<file path="config.mk">
export PLATFORM = sky130hd
export DESIGN_NAME = fifo_page_replacement
export DESIGN_NICKNAME = d
export VERILOG_FILES = /design/src/hw/rtl/frp_pkg.sv /design/src/hw/rtl/frp_addr_check.sv /design/src/hw/rtl/frp_page_table.sv /design/src/hw/rtl/fifo_page_replacement.sv
export SDC_FILE = /design/constraint.sdc
export NUM_CORES = 1
export LEC_CHECK = 0
export BUFFER_PORTS_ARGS = -buffer_cell sky130_fd_sc_hd__buf_2
export CORE_ASPECT_RATIO = 1.4
export CORE_MARGIN = 2
export CORE_UTILIZATION = 48
export DETAILED_ROUTE_END_ITERATION = 10
export PLACE_DENSITY = 0.68
export RECOVER_POWER = 25
export SETUP_SLACK_MARGIN = 0.05
export SLEW_MARGIN = 20
export SYNTH_ARGS = -nofsm -noshare
export SYNTH_HDL_FRONTEND = slang
export SYNTH_HIERARCHICAL = 1
export SYNTH_SLANG_ARGS = --single-unit
</file>
<file path="constraint.sdc">
create_clock -name clk -period 5.4 [get_ports clk]
set_input_delay 0.27 -clock clk [delete_from_list [all_inputs] [get_ports clk]]
set_output_delay 0.27 -clock clk [all_outputs]
set_load 0.03 [all_outputs]
</file>
<file path="src/hw/rtl/frp_pkg.sv">
// frp_pkg: shared types, codes and reset constants for the fifo page replacement block
// used by frp_addr_check, frp_page_table and fifo_page_replacement; no dependencies
package frp_pkg;

    localparam int FRP_PAGES      = 32;
    localparam int FRP_PAGE_SHIFT = 12;

    localparam int ADDR_W  = 32;
    localparam int PRIO_W  = 6;
    localparam int COUNT_W = 6;
    localparam int LIMIT_W = 6;
    localparam int PIDX_W  = 5;
    localparam int STAT_W  = 2;

    localparam logic [ADDR_W-1:0]  BASE_RESET  = 32'hf9f8_c000;
    localparam logic [LIMIT_W-1:0] LIMIT_RESET = 6'd3;
    localparam logic [PRIO_W-1:0]  PRIO_MAX    = 6'd63;
    localparam logic [COUNT_W-1:0] COUNT_MAX   = 6'd63;

    localparam logic [STAT_W-1:0] STATUS_OK       = 2'd0;
    localparam logic [STAT_W-1:0] STATUS_RANGE    = 2'd1;
    localparam logic [STAT_W-1:0] STATUS_RESIDENT = 2'd2;

    // configuration register indexes
    localparam logic CFG_REGION_BASE  = 1'b0;
    localparam logic CFG_MAX_RESIDENT = 1'b1;

    typedef struct packed {
        logic [PIDX_W-1:0] evict_page;
        logic              evict_valid;
        logic              first_touch;
        logic [PIDX_W-1:0] page_index;
        logic [STAT_W-1:0] status;
    } frp_result_t;

endpackage

</file>
<file path="src/hw/rtl/frp_addr_check.sv">
// frp_addr_check: subtracts the region base, checks the region bounds, extracts the page number
// depends on frp_pkg
module frp_addr_check #(
    parameter int PAGES      = frp_pkg::FRP_PAGES,
    parameter int PAGE_SHIFT = frp_pkg::FRP_PAGE_SHIFT,
    parameter int PW         = $clog2(PAGES)
) (
    input  logic [frp_pkg::ADDR_W-1:0] fault_addr,
    input  logic [frp_pkg::ADDR_W-1:0] region_base,
    output logic                       out_of_range,
    output logic [PW-1:0]              page
);
    import frp_pkg::*;

    localparam logic [ADDR_W-1:0] SPAN = ADDR_W'(PAGES) << PAGE_SHIFT;

    logic [ADDR_W:0]   diff;
    logic [ADDR_W-1:0] offset;

    // top bit of the widened difference flags an address below the base
    assign diff         = {1'b0, fault_addr} - {1'b0, region_base};
    assign offset       = diff[ADDR_W-1:0];
    assign out_of_range = diff[ADDR_W] || (offset >= SPAN);
    assign page         = offset[PAGE_SHIFT +: PW];

endmodule

</file>
<file path="src/hw/rtl/frp_page_table.sv">
// frp_page_table: per-page age priorities, touched flags, resident count and victim encoder
// depends on frp_pkg
module frp_page_table #(
    parameter int PAGES = frp_pkg::FRP_PAGES,
    parameter int PW    = $clog2(PAGES)
) (
    input  logic                        clk,
    input  logic                        rst_n,
    input  logic                        upd,
    input  logic                        req_oor,
    input  logic [PW-1:0]               req_page,
    input  logic [frp_pkg::LIMIT_W-1:0] max_resident,
    output frp_pkg::frp_result_t        res
);
    import frp_pkg::*;

    logic [PRIO_W-1:0]  prio_reg [PAGES];
    logic [PRIO_W-1:0]  prio_next [PAGES];
    logic [PRIO_W-1:0]  aged [PAGES];
    logic [PAGES-1:0]   touched_reg;
    logic [PAGES-1:0]   touched_next;
    logic [COUNT_W-1:0] count_reg;
    logic [COUNT_W-1:0] count_next;
    logic [COUNT_W-1:0] count_inc;
    logic [PRIO_W-1:0]  new_prio;
    logic               evict_en;
    logic               found;
    logic [PW-1:0]      victim;
    logic               resident;

    assign resident  = (prio_reg[req_page] != '0);
    assign new_prio  = (max_resident == LIMIT_W'(PRIO_MAX)) ? PRIO_MAX
                                                           : PRIO_W'(max_resident + 1'b1);
    assign count_inc = (count_reg == COUNT_MAX) ? COUNT_MAX : count_reg + 1'b1;
    assign evict_en  = (count_inc > COUNT_W'(max_resident));

    // aging pass over all pages, faulting page enters at the top
    always_comb
    begin
        for (int i = 0; i < PAGES; i++)
        begin
            if (PW'(i) == req_page)
                aged[i] = new_prio;
            else if (prio_reg[i] > PRIO_W'(1))
                aged[i] = prio_reg[i] - 1'b1;
            else
                aged[i] = prio_reg[i];
        end
    end

    // find-first victim at priority one, lowest page wins
    always_comb
    begin
        found  = 1'b0;
        victim = '0;
        for (int i = PAGES - 1; i >= 0; i--)
        begin
            if (evict_en && aged[i] == PRIO_W'(1))
            begin
                found  = 1'b1;
                victim = PW'(i);
            end
        end
    end

    always_comb
    begin
        res          = '0;
        prio_next    = prio_reg;
        touched_next = touched_reg;
        count_next   = count_reg;
        if (req_oor)
        begin
            res.status = STATUS_RANGE;
        end
        else if (resident)
        begin
            res.status     = STATUS_RESIDENT;
            res.page_index = PIDX_W'(req_page);
        end
        else
        begin
            res.status      = STATUS_OK;
            res.page_index  = PIDX_W'(req_page);
            res.first_touch = !touched_reg[req_page];
            res.evict_valid = found;
            res.evict_page  = PIDX_W'(victim);
            prio_next       = aged;
            if (found)
                prio_next[victim] = '0;
            touched_next[req_page] = 1'b1;
            count_next = found ? count_inc - 1'b1 : count_inc;
        end
    end

    always_ff @(posedge clk or negedge rst_n)
    begin
        if (!rst_n)
        begin
            for (int i = 0; i < PAGES; i++)
                prio_reg[i] <= '0;
            touched_reg <= '0;
            count_reg   <= '0;
        end
        else if (upd)
        begin
            prio_reg    <= prio_next;
            touched_reg <= touched_next;
            count_reg   <= count_next;
        end
    end

    a_evict_only_ok: assert property (@(posedge clk) disable iff (!rst_n)
        upd && res.evict_valid |-> res.status == STATUS_OK)
        else $error("eviction reported on a rejected fault");

    a_touch_sticks: assert property (@(posedge clk) disable iff (!rst_n)
        upd && res.status == STATUS_OK |=> touched_reg[$past(req_page)])
        else $error("faulted page not marked touched");

    a_idle_hold: assert property (@(posedge clk) disable iff (!rst_n)
        !upd || res.status != STATUS_OK |=> $stable(count_reg) && $stable(touched_reg))
        else $error("page state changed without an accepted fault");

    a_victim_cleared: assert property (@(posedge clk) disable iff (!rst_n)
        upd && res.evict_valid && (victim != req_page) |=> prio_reg[$past(victim)] == '0)
        else $error("evicted page still resident");

endmodule

</file>
<file path="src/hw/rtl/fifo_page_replacement.sv">
// fifo_page_replacement: top level, stream ports, configuration registers, input and result registers
// depends on frp_pkg, frp_addr_check and frp_page_table
//
// One page-fault address per item; the result reports the page, whether it needs a zero fill
// and the page evicted to stay within max_resident. The block takes one item per cycle when the
// result side keeps up; an accepted item sits in the input register and moves into the result
// register when the result slot is free, which then offers it on m_tvalid. The rate is set by
// the page table update: the aging of all priorities and the find-first victim encoder are
// combinational, so each item sees the state left by the one before it. Configuration writes
// take effect at the next clock edge.
module fifo_page_replacement #(
    parameter int PAGES      = frp_pkg::FRP_PAGES,
    parameter int PAGE_SHIFT = frp_pkg::FRP_PAGE_SHIFT
) (
    input  logic                        clk,
    input  logic                        rst_n,
    input  logic                        cfg_we,
    input  logic                        cfg_index,
    input  logic [frp_pkg::ADDR_W-1:0]  cfg_wdata,
    input  logic                        s_tvalid,
    output logic                        s_tready,
    input  logic [31:0]                 s_tdata,   // [31:0] fault_addr
    output logic                        m_tvalid,
    input  logic                        m_tready,
    output logic [15:0]                 m_tdata    // [1:0] status, [6:2] page_index,
                                                   // [7] first_touch, [8] evict_valid,
                                                   // [13:9] evict_page, [15:14] zero
);
    import frp_pkg::*;

    localparam int PW = $clog2(PAGES);

    logic [ADDR_W-1:0]  region_base_reg;
    logic [LIMIT_W-1:0] max_resident_reg;
    logic               in_valid_reg;
    logic [ADDR_W-1:0]  in_addr_reg;
    logic               out_valid_reg;
    frp_result_t        out_reg;
    frp_result_t        res;
    logic               advance;
    logic               oor;
    logic [PW-1:0]      page;

    always_ff @(posedge clk or negedge rst_n)
    begin
        if (!rst_n)
        begin
            region_base_reg  <= BASE_RESET;
            max_resident_reg <= LIMIT_RESET;
        end
        else if (cfg_we)
        begin
            unique case (cfg_index)
                CFG_REGION_BASE:  region_base_reg  <= cfg_wdata;
                CFG_MAX_RESIDENT: max_resident_reg <= cfg_wdata[LIMIT_W-1:0];
                default:          ;
            endcase
        end
    end

    // item moves from input register to result register when the result slot is free
    assign advance  = in_valid_reg && (!out_valid_reg || m_tready);
    assign s_tready = !in_valid_reg || advance;

    always_ff @(posedge clk or negedge rst_n)
    begin
        if (!rst_n)
            in_valid_reg <= 1'b0;
        else if (s_tvalid && s_tready)
            in_valid_reg <= 1'b1;
        else if (advance)
            in_valid_reg <= 1'b0;
    end

    always_ff @(posedge clk)
    begin
        if (s_tvalid && s_tready)
            in_addr_reg <= s_tdata;
    end

    frp_addr_check #(
        .PAGES      (PAGES),
        .PAGE_SHIFT (PAGE_SHIFT),
        .PW         (PW)
    ) u_addr_check (
        .fault_addr    (in_addr_reg),
        .region_base   (region_base_reg),
        .out_of_range  (oor),
        .page          (page)
    );

    frp_page_table #(
        .PAGES (PAGES),
        .PW    (PW)
    ) u_page_table (
        .clk          (clk),
        .rst_n        (rst_n),
        .upd          (advance),
        .req_oor      (oor),
        .req_page     (page),
        .max_resident (max_resident_reg),
        .res          (res)
    );

    always_ff @(posedge clk or negedge rst_n)
    begin
        if (!rst_n)
            out_valid_reg <= 1'b0;
        else if (advance)
            out_valid_reg <= 1'b1;
        else if (m_tready)
            out_valid_reg <= 1'b0;
    end

    always_ff @(posedge clk)
    begin
        if (advance)
            out_reg <= res;
    end

    assign m_tvalid = out_valid_reg;
    assign m_tdata  = {2'b00, out_reg};

endmodule
</file>
==> impl_metrics.toml <==
[yosys]
postSynthCellCount = 2785
yosysWarnings = 6
ys_ff_latch = 316
netlist-cell-type-count = 121
yosys-top-cells-area = "dfrtp_1 (27%), edfxtp_1 (5.8%), o21ai_0 (5.6%), ha_1 (5.5%), nand2_1 (4.4%)"
synthFlopType = "dfrtp_1"
async_flop_share_pct = 85.4
synth_commonest_cells = "nand2_1 (279), o21ai_0 (268), dfrtp_1 (255)"
synth_area_um2 = 23800
synth_edf_count = 46
yosysSeqAreaShare_pct = 34.2
synth_top_area_share_pct = 26.8
synth_most_common_cell = "nand2_1"
avgSynthCellArea_um2 = 8.56
synth_top_cell_by_area = "dfrtp_1"

[power_and_ir_drop]
vdd_drop_max_mv = 0.261
p_per_area_nw_per_um2 = 301
p_total_mw = 9.01
p_leak_nw = 13.3

[placement]
dp_cells = 3725
portBuffers = 85
hpwl_um = 64100
place_ws_ns = -0.405
place_area_um2 = 27300
gp_congestion = 1.04

[status]
status = "finished, violations left"
violations = "capacitance limit, slew limit"

[worst_setup_path]
worstPathRequired_ns = 5.82
crit_path_start_kind = "flip-flop"
crit_type = "flip-flop to flip-flop"
cp_max_fo = 30
crit_arrival_ns = 5.69
endpoint_kind = "flip-flop"

[floorplan]
io_pins = 88
dieHeight_um = 268
dieArea_um2 = 51500
design.core.area_um2 = 49000
rows = 96
initial_core_util_pct = 48.6
die_w_um = 192

[detailed_routing]
drt_iter0_drc = 2021
wl_met1_um = 31200
highest_layer = "met5"
viasPerCell = 6.27
drc = 0
firstDrtPassIters = 6
ant_nets = 0
routedWlPerCell_um = 22.6
routed_wl_um = 87800
wl_met3_um = 6070
wl_met2_um = 42700
route.vias.total = 24346

[clock_tree]
cts-root-buf = "clkbuf_16"
cts_made_buffers = 38
clk_pin_slew_worst_paths_ns = 0.07
clk_latency_ns = 0.58
cts_tree = "done"
clockBufferDepth = 3
htree_num_levels = 2
numClockSinks = 316

[grt]
antenna_found_initial = 3
grt_max_degree = 92
grt_overflow = 0
grt_usage_pct = 33.9
grt_pass1_wl_um = 134000
grt_pass1_vias = 23950

[sta]
final_hold_viol_count = 0
worst_slack_ns = 0.132
rsz0062_at_grt = "false"
min_period_ns = 5.27
fmax_mhz = 190
setup-violations-final = 0
worst_pin_slew_ns = 4.00
min_period_over_period_pct = 97.6
clock_skew_ns = 0.0266
setup_tns_ns = 0
slew_violations = 111
slew_headroom_pct = -167
holdWs_ns = 0.265

[layout]
stdcell_area_um2 = 29900
nets = 3394
area_delta_synth_final_pct = 25.5
layout-drive-gt1-share_pct = 23.0
post-route-util_pct = 61.0
finalNonFillerCells = 3886
largest_register_ffs = 192

[job]
cap_viol_max_count = 2

[worst_hold_path]
hold_path_class = "input pin to flip-flop"
[what timing repair did]
| item | 4_1_cts | 5_1_grt |
|---|---|---|
| gates resized for setup | 16 | 75 |
| endpoints found under the setup margin | 147 | 115 |
| pin swaps | 1 | 31 |
| setup buffers | 1 | 21 |
| gates cloned | 0 | 0 |
| hold buffers | 68 | 0 |
| endpoints found under the hold margin | 143 | 0 |
[power breakdown]
part           leakage (nW)  switching (mW)  internal (mW)
combinational          8.63            2.08           1.43
sequential             4.02          0.0483           2.50
clock                 0.676            1.12           1.83
total                  13.3            3.25           5.76
[cell families (layout without fill, tap and decap cells)]
logic type | count (synthesis) | count (layout) | share of synthesized area (%)
other cells | 1 | 4 | 0.0157
flops | 316 | 316 | 34.2
buf+inv | 298 | 759 | 5.74
simple gates | 986 | 986 | 20.9
mux | 107 | 107 | 5.77
compound gates | 882 | 882 | 24.5
xor+xnor | 89 | 89 | 3.27
fa+ha+maj | 106 | 106 | 5.60
[placed cells by master (no fill, tap or decap), drive strengths merged, types with 16 or more instances in the layout]
| cell | n |
|---|---|
| xor2 | 22 |
| a221oi | 21 |
| nand2 | 283 |
| nor2b | 23 |
| dfrtp | 255 |
| mux2 | 52 |
| o22ai | 51 |
| nand3 | 50 |
| o31ai | 17 |
| ha | 105 |
| nor3b | 19 |
| nand2b | 27 |
| nand4 | 33 |
| dlygate4sd3 | 68 |
| inv | 141 |
| nor3 | 115 |
| clkbuf | 49 |
| a22oi | 19 |
| a21oi | 175 |
| o211ai | 24 |
| nor2 | 251 |
| a31oi | 16 |
| or3 | 19 |
| a21o | 41 |
| nor4 | 36 |
| edfxtp | 46 |
| o21ai | 286 |
| mux2i | 45 |
| xnor2 | 67 |
| and2 | 16 |
| buf | 477 |
| a22o | 40 |
| a211oi | 19 |
| or4 | 27 |
| or2 | 21 |
| o21a | 24 |
[layout make-up]
cell class,instances,area (um2)
Clock inverter,24,377
Antenna cell,2,5.00
Tap cell,637,797
Multi-Input combinational cell,2172,14700
Clock buffer,45,1020
Sequential cell,316,8160
Inverter,140,526
Fill cell,4256,19100
Timing Repair Buffer,550,4350
[critical path, stage by stage (launching register included)]
cell and delay [ns]:
dfrtp_1 0.35, inv_1 0.05, ha_1 0.36, nand4_1 0.16, a21oi_1 0.17, o21ai_1 0.11, a211oi_2 0.32, nor2_2 0.12
xnor2_4 0.33, buf_4 0.25, buf_4 0.19, nor3_1 0.08, a221oi_1 0.42, a31oi_1 0.18, a221oi_1 0.36, buf_4 0.19
o2bb2ai_2 0.09, o21bai_2 0.22, buf_4 0.21, or2_4 0.18, buf_12 0.22, a21oi_1 0.07, o21ai_1 0.39, a21oi_1 0.07
[metal layers]
metal	vias up	global-route usage, %
met1	11746	36.9
met2	1050	58.2
met3	387	5.90
met4	2	25.9
met5	-	0
li1	11161	-
[final timing paths]
path                                                           from                                       end  slack, ns  cells after the start
max                                 region_base_reg[10]$_DFFE_PN0P_     u_page_table/prio_reg[42]$_DFFE_PN0P_       0.13                     23
min                                                          cfg_we           max_resident_reg[3]$_DFFE_PN0P_       0.27                      3
max reg2reg                         region_base_reg[10]$_DFFE_PN0P_     u_page_table/prio_reg[42]$_DFFE_PN0P_       0.13                     23
min reg2reg                u_page_table/touched_reg[26]$_DFFE_PN0P_  u_page_table/touched_reg[26]$_DFFE_PN0P_       0.45                      1
max in group asynchronous                                     rst_n    u_page_table/prio_reg[188]$_DFFE_PN0P_       1.04                      3
min in group asynchronous                                     rst_n           region_base_reg[26]$_DFFE_PN0P_       1.85                      2
Power figures use the tool's default switching activity.
